### src/design/wildcard_signature_scanner_assert.svh
// Assertion macros shared by the scanner RTL.
`ifndef WILDCARD_SIGNATURE_SCANNER_ASSERT_SVH
`define WILDCARD_SIGNATURE_SCANNER_ASSERT_SVH

`ifndef ASSERT_OFF

// Check that a property holds at every clock edge outside reset.
`define WSS_ASSERT(lbl, clk, rst_n, prop) \
	lbl: assert property (@(posedge clk) disable iff (!rst_n) (prop)) \
		else $error("wildcard_signature_scanner: property failed");

// Check that a condition never holds outside reset.
`define WSS_NEVER(lbl, clk, rst_n, cond) \
	lbl: assert property (@(posedge clk) disable iff (!rst_n) !(cond)) \
		else $error("wildcard_signature_scanner: forbidden condition seen");

`else

`define WSS_ASSERT(lbl, clk, rst_n, prop)
`define WSS_NEVER(lbl, clk, rst_n, cond)

`endif

`endif

### src/design/wss_pkg.sv
// Constants and types of the wildcard signature scanner.
package wss_pkg;

	// Defaults of the top-level parameters
	localparam int MAX_SIGNATURE_DEF = 16;
	localparam int POSITION_BITS_DEF = 20;

	// Fixed field and register widths
	localparam int OFFSET_BITS   = 20;
	localparam int SIG_LEN_BITS  = 5;
	localparam int CFG_DATA_BITS = 64;
	localparam int CFG_IDX_BITS  = 2;
	localparam int DATA_BYTES    = 8;
	localparam int SIG_BYTES     = 16;
	localparam int OUT_DATA_BITS = 24;

	// Signature byte that matches any stream byte
	localparam logic [7:0] WILDCARD_BYTE = 8'h2A;

	// Configuration register indexes
	typedef enum logic [CFG_IDX_BITS-1:0] {
		CFG_SIG_LOW    = 2'd0,
		CFG_SIG_HIGH   = 2'd1,
		CFG_SIG_LEN    = 2'd2,
		CFG_REPORT_END = 2'd3
	} cfg_idx_t;

endpackage

### src/design/wildcard_signature_scanner.sv
// Wildcard signature scanner: accepts one stream byte per clock cycle while s_tready is high, and returns
// the result in the cycle after the byte that causes it. The byte is compared against all signature
// positions at once in combinational logic, so the scan rate is fixed by that comparison and
// not by the length of the signature. A search yields at most one result: the offset of the first
// match (start or end), or found=0 at the end-of-stream byte when there was no match. Other bytes
// only update the window, fill count and position. s_tready drops only while a finished result
// sits in the output register and the sink does not take it. No clearing pass after reset.
`include "wildcard_signature_scanner_assert.svh"

module wildcard_signature_scanner #(
	parameter int MAX_SIGNATURE = wss_pkg::MAX_SIGNATURE_DEF,
	parameter int POSITION_BITS = wss_pkg::POSITION_BITS_DEF
) (
	input  logic                                clk,
	input  logic                                arst_n,
	// configuration write port
	input  logic                                cfg_we,
	input  logic [wss_pkg::CFG_IDX_BITS-1:0]    cfg_index,
	input  logic [wss_pkg::CFG_DATA_BITS-1:0]   cfg_data,
	// byte stream in
	input  logic                                s_tvalid,
	output logic                                s_tready,
	input  logic [7:0]                          s_tdata,   // [7:0] data_byte
	input  logic                                s_tlast,   // end_of_stream
	// result out
	output logic                                m_tvalid,
	input  logic                                m_tready,
	output logic [wss_pkg::OUT_DATA_BITS-1:0]   m_tdata,   // [19:0] match_offset, rest zero
	output logic                                m_tuser    // [0] found
);

	localparam int LEN_BITS = $clog2(MAX_SIGNATURE + 1);
	localparam int IDX_BITS = (MAX_SIGNATURE > 1) ? $clog2(MAX_SIGNATURE) : 1;
	localparam int WIDE_BITS = POSITION_BITS + wss_pkg::OFFSET_BITS;

	// Configuration registers
	logic [wss_pkg::DATA_BYTES*8-1:0]   sig_lo_q;
	logic [wss_pkg::DATA_BYTES*8-1:0]   sig_hi_q;
	logic [wss_pkg::SIG_LEN_BITS-1:0]   sig_len_q;
	logic                               rep_end_q;

	// Search state
	logic [MAX_SIGNATURE-1:0][7:0]      win_q;
	logic [LEN_BITS-1:0]                fill_q;
	logic [POSITION_BITS-1:0]           pos_q;
	logic                               matched_q;

	// Result register
	logic                               out_valid_q;
	logic                               found_q;
	logic [wss_pkg::OFFSET_BITS-1:0]    offset_q;

	logic                               accept;
	logic                               load_result;
	logic [wss_pkg::SIG_BYTES-1:0][7:0] sig_bytes;
	logic [LEN_BITS-1:0]                len_act;
	logic [MAX_SIGNATURE-1:0][7:0]      win_next;
	logic [LEN_BITS-1:0]                fill_next;
	logic [POSITION_BITS-1:0]           pos_next;
	logic [MAX_SIGNATURE-1:0]           byte_ok;
	logic                               hit;
	logic [POSITION_BITS-1:0]           off_pos;
	logic [WIDE_BITS-1:0]               off_wide;

	assign s_tready    = !out_valid_q || m_tready;
	assign accept      = s_tvalid && s_tready;
	assign sig_bytes   = {sig_hi_q, sig_lo_q};

	// Clamp the signature length to 1..MAX_SIGNATURE
	always_comb begin
		if (sig_len_q == '0) begin
			len_act = LEN_BITS'(1);
		end else if (sig_len_q > wss_pkg::SIG_LEN_BITS'(MAX_SIGNATURE)) begin
			len_act = LEN_BITS'(MAX_SIGNATURE);
		end else begin
			len_act = sig_len_q[LEN_BITS-1:0];
		end
	end

	// Shift the new byte into the window, newest at entry 0
	always_comb begin
		win_next[0] = s_tdata;
		for (int k = 1; k < MAX_SIGNATURE; k++) begin
			win_next[k] = win_q[k-1];
		end
	end

	// Compare every signature position against the shifted window in parallel
	always_comb begin
		logic [LEN_BITS-1:0] win_idx;
		logic [7:0]          sig;
		for (int i = 0; i < MAX_SIGNATURE; i++) begin
			win_idx = len_act - LEN_BITS'(1) - LEN_BITS'(i);
			sig  = sig_bytes[i];
			byte_ok[i] = (LEN_BITS'(i) >= len_act) || (sig == wss_pkg::WILDCARD_BYTE)
				|| (sig == win_next[win_idx[IDX_BITS-1:0]]);
		end
	end

	// Advance fill count and saturating position
	assign fill_next = (fill_q < LEN_BITS'(MAX_SIGNATURE)) ? fill_q + LEN_BITS'(1) : fill_q;
	assign pos_next  = (pos_q == '1) ? pos_q : pos_q + POSITION_BITS'(1);

	assign hit = !matched_q && (fill_next >= len_act) && (&byte_ok);

	// Offset of the match start or end, resized to the offset field
	assign off_pos  = rep_end_q ? pos_next : pos_next - POSITION_BITS'(len_act);
	assign off_wide = {{wss_pkg::OFFSET_BITS{1'b0}}, off_pos};

	assign load_result = accept && !matched_q && (hit || s_tlast);

	// Hold configuration writes
	always_ff @(posedge clk or negedge arst_n) begin
		if (!arst_n) begin
			sig_lo_q  <= '0;
			sig_hi_q  <= '0;
			sig_len_q <= wss_pkg::SIG_LEN_BITS'(1);
			rep_end_q <= 1'b0;
		end else if (cfg_we) begin
			unique case (wss_pkg::cfg_idx_t'(cfg_index))
				wss_pkg::CFG_SIG_LOW:    sig_lo_q  <= cfg_data;
				wss_pkg::CFG_SIG_HIGH:   sig_hi_q  <= cfg_data;
				wss_pkg::CFG_SIG_LEN:    sig_len_q <= cfg_data[wss_pkg::SIG_LEN_BITS-1:0];
				wss_pkg::CFG_REPORT_END: rep_end_q <= cfg_data[0];
				default: ;
			endcase
		end
	end

	// Update the search state on each accepted byte until a match; clear it at end of stream
	always_ff @(posedge clk or negedge arst_n) begin
		if (!arst_n) begin
			win_q     <= '0;
			fill_q    <= '0;
			pos_q     <= '0;
			matched_q <= 1'b0;
		end else if (accept) begin
			if (s_tlast) begin
				win_q     <= '0;
				fill_q    <= '0;
				pos_q     <= '0;
				matched_q <= 1'b0;
			end else if (!matched_q) begin
				win_q     <= win_next;
				fill_q    <= fill_next;
				pos_q     <= pos_next;
				matched_q <= hit;
			end
		end
	end

	// Output register: load a result, drop it once taken
	always_ff @(posedge clk or negedge arst_n) begin
		if (!arst_n) begin
			out_valid_q <= 1'b0;
		end else if (load_result) begin
			out_valid_q <= 1'b1;
		end else if (m_tready) begin
			out_valid_q <= 1'b0;
		end
	end

	always_ff @(posedge clk) begin
		if (load_result) begin
			found_q  <= hit;
			offset_q <= hit ? off_wide[wss_pkg::OFFSET_BITS-1:0] : '0;
		end
	end

	assign m_tvalid = out_valid_q;
	assign m_tuser  = found_q;
	assign m_tdata  = {{(wss_pkg::OUT_DATA_BITS - wss_pkg::OFFSET_BITS){1'b0}}, offset_q};

	// A not-found result always carries offset zero
	`WSS_ASSERT(a_notfound_zero, clk, arst_n, (out_valid_q && !found_q) |-> (offset_q == '0))
	// An accepted end-of-stream byte leaves a cleared search behind
	`WSS_ASSERT(a_eos_clears, clk, arst_n,
		(accept && s_tlast) |=> (fill_q == '0 && pos_q == '0 && !matched_q))
	// The fill count never passes the window depth or the byte count
	`WSS_NEVER(a_fill_bound, clk, arst_n,
		(fill_q > LEN_BITS'(MAX_SIGNATURE)) || (POSITION_BITS'(fill_q) > pos_q))
	// No result while a match is already reported in this search
	`WSS_NEVER(a_no_second_result, clk, arst_n, load_result && matched_q)

endmodule

### config.mk
export PLATFORM = sky130hd
export DESIGN_NAME = wildcard_signature_scanner
export DESIGN_NICKNAME = d
export VERILOG_FILES = /design/src/design/wss_pkg.sv /design/src/design/wildcard_signature_scanner.sv
export VERILOG_INCLUDE_DIRS = /design/src /design/src/design
export SDC_FILE = /design/constraint.sdc
export NUM_CORES = 1
export LEC_CHECK = 0
export BUFFER_PORTS_ARGS = -buffer_cell sky130_fd_sc_hd__buf_2
export CORE_UTILIZATION = 57
export CTS_CLUSTER_SIZE = 8
export DETAILED_ROUTE_END_ITERATION = 16
export GPL_TIMING_DRIVEN = 0
export MAX_ROUTING_LAYER = met4
export PLACE_DENSITY = 0.81
export SYNTH_ARGS = -nofsm -noshare
export SYNTH_HDL_FRONTEND = slang
export SYNTH_SLANG_ARGS = --single-unit
### constraint.sdc
create_clock -name clk -period 8.6 [get_ports clk]
set_clock_uncertainty 0.15 [all_clocks]
set_input_delay 0.43 -clock clk [delete_from_list [all_inputs] [get_ports clk]]
set_output_delay 0.43 -clock clk [all_outputs]
set_load 0.02 [all_outputs]
==> out/qor.yml <==
synthesis:
  synthFlopType: "dfrtp_1"
  yosysSeqAreaShare: 0.349
  syn_area_per_cell_um2: 11.0
  yosys.area.top_type: "dfrtp_1"
  synth_warnings: 0
  netlist_top_cells_count: "dfrtp_1, mux2_2, mux2i_1"
  synth_top_area_share: 0.319
  yosys_register_bits: 302
  ys_top_cells_by_area: "dfrtp_1, mux4_2, mux2_2, mux2i_1, a22o_1"
  synth_most_common_cell: "dfrtp_1"
  syn-instance-count: 2000
  synth_area_mm2: 0.0220
  async_reset_ff_frac: 0.930
  synth_edf_count: 21
  synth_cell_type_count: 85
die:
  die_y_um: 198
  die_x_um: 198
  core_mm2: 0.0378
  pin_count: 107
  std_cell_rows: 71
  start_util: 0.582
  die_area_mm2: 0.0393
timing:
  setup_viol: 0
  tns_ps: 0
  fmax_mhz: 117
  holdWs_ps: -4.50
  post-route-min-period_ps: 8540
  finalMaxSlewViolations: 11
  rsz0062_at_grt: "no"
  slew_headroom: -0.0630
  worst_pin_slew_ps: 1590
  worst_slack_ps: 62.7
  finalHoldViolCount: 1
  finalCritPeriodShare: 0.993
clock_network:
  cts_made_buffers: 44
  clock_path_buffers: 3
  cts.clk_slew.worst_paths_ps: 60
  root_buffer: "clkbuf_16"
  cts.sinks: 302
  tritoncts: "done"
  clk_latency_ps: 610
  htreeDepth: 2
power_and_ir_drop:
  clkPwrFrac: 0.245
  intPower_mw: 3.78
  pwr_density_cell_mw_per_mm2: 266
  swShare: 0.435
  worst_ir_drop_vdd_mv: 0.196
  leakagePower_nw: 10.2
  power_frac_seq: 0.264
  switching_power_mw: 2.92
  total_power_mw: 6.70
  combinationalPowerShare: 0.491
critical_path:
  arrival_ps: 8670
  crit_start: "sig_len_q[1]$_DFFE_PN0P_"
  r2r_start: "sig_len_q[1]$_DFFE_PN0P_"
  worstSetupEndpointType: "flop"
  crit_type: "reg2reg"
  cp_slowest_cell: "mux4_2"
  crit_top_cell: "buf_4"
  max_stage_delay_ps: 570
  cp-start-kind: "flop"
  cp.required_ps: 8730
  cp_max_fo: 19
route:
  ant_nets: 0
  route.detailed.wl_per_inst_um: 36.7
  via_per_inst: 7.61
  vias: 21000
  drt-initial-drc-count: 2984
  drt-total-wl_um: 101000
  drc: 0
  drt-pass1-iter-count: 8
global_route:
  grt_pass1_wl_um: 144000
  antenna_found_initial: 7
  gr-total-overflow: 0
  track_usage: 0.538
  grt_pass1_vias: 20600
  grt_max_degree: 110
placement:
  port-buffer-count: 102
  place_area_mm2: 0.0232
  placed_cells: 2619
  gp_congestion: 1.14
  post-place-ws_ps: -1530
  dp_hpwl_um: 72700
min_path:
  hold_class: "in2reg"
  min-delay-start: "s_tdata[6]"
status:
  violations: "negative hold slack, max-capacitance violations, max-slew violations"
  status: "finished with violations"
layout:
  fin_cells: 2756
  post-route-util: 0.666
  nets: 2326
  syn_to_final_growth_pct: 14.5
  design_area_mm2: 0.0251
  drive_gt1_frac: 0.235
run:
  drv_cap: 3
## sequential cells by signal, indices dropped and copies added, names as in the netlist
signal     cells
m_tvalid       1
pos_q         20
sig_lo_q      64
sig_hi_q      64
m_tuser        1
offset_q      20
fill_q         5
sig_len_q      5
matched_q      1
rep_end_q      1
win_next     120
## kinds of logic (layout without fill, tap and decap cells)
| group | count (synthesis) | count (layout) | synth area share |
|---|---|---|---|
| AOI/OAI and AO/OA | 490 | 490 | 0.163 |
| and+or+nand+nor | 432 | 432 | 0.109 |
| muxes | 406 | 406 | 0.265 |
| DFF | 302 | 302 | 0.349 |
| buffers and inverters | 205 | 436 | 0.0421 |
| xor gates and xnor gates | 137 | 137 | 0.0560 |
| adders and majority gates | 27 | 27 | 0.0157 |
| other | 1 | 15 | 0.000171 |
## cell type report
cell class                 count  area (um^2)
clock inverter                 1         7.51
inverter                      50          190
multi-input combinational   1496        13400
tap                          511          639
timing repair buffer         172         1250
clock buffer                  60         1200
buffer                       153          736
sequential                   302         7660
fill                        2734        12600
antenna                       11         27.5
## critical path, delay by kind of cell, from the launching register on
kind / cells / cell delay (ps)
flops: 1 / 360
mux: 1 / 570
simple gates: 7 / 1630
compound gates: 3 / 1390
xor+xnor: 2 / 420
buf+inv: 11 / 2880
fa+ha+maj: 2 / 740
## power by group through the flow
stage / clock (mW) / combinational (mW) / sequential, mW
after floorplan: 0 / 2.05 / 1.71
after global placement: 0 / 2.92 / 1.76
after detailed placement: 0 / 2.98 / 1.77
after CTS: 1.61 / 3.03 / 1.75
after global routing: 1.68 / 3.34 / 1.78
final: 1.64 / 3.29 / 1.77
## repair_timing
item	in CTS	in global routing
setup endpoints to repair	44	21
buffers inserted	0	4
pin swaps	0	1
hold buffers	62	0
endpoints found under the hold margin	202	0
gates resized for setup	4	7
## final timing paths
check / slack (ps) / to / cells past startpoint
max reg2reg: 60 / offset_q[8]$_SDFFCE_PN0P_ / 26
min reg2reg: 400 / pos_q[16]$_DFFE_PN0P_ / 2
max: 60 / offset_q[8]$_SDFFCE_PN0P_ / 26
min: -4 / win_next[14]$_DFFE_PN0P_ / 2
max in group asynchronous: 6640 / sig_lo_q[35]$_DFFE_PN0P_ / 4
min in group asynchronous: 230 / win_next[8]$_DFFE_PN0P_ / 2
## placed cells by master, fill, tap and decap left out, types with 40 or more instances in the layout
cell           netlist  final
dfrtp_1            280    280
mux2_2             144    144
mux2i_1            137    137
buf_2               23    122
mux4_2             122    122
a22o_1             103    103
clkbuf_1            92    102
nand2_1             92     92
xnor2_1             76     76
o21ai_0             73     71
dlygate4sd3_1        0     62
a21oi_1             62     61
xor2_1              57     57
nor2_1              57     57
nand3_1             46     46
and3_1              45     45
clkbuf_16            0     45
inv_1               44     44
o211ai_1            40     40
## per-layer routing
metal,part of all wire,track usage,vias to the layer above
met4,0.094,0.396,0
met3,0.15,0.218,582
met1,0.34,0.622,10400
met2,0.42,0.750,1782
li1,-,-,8259
met5,0,-,-
(Power assumes the default switching activity.)
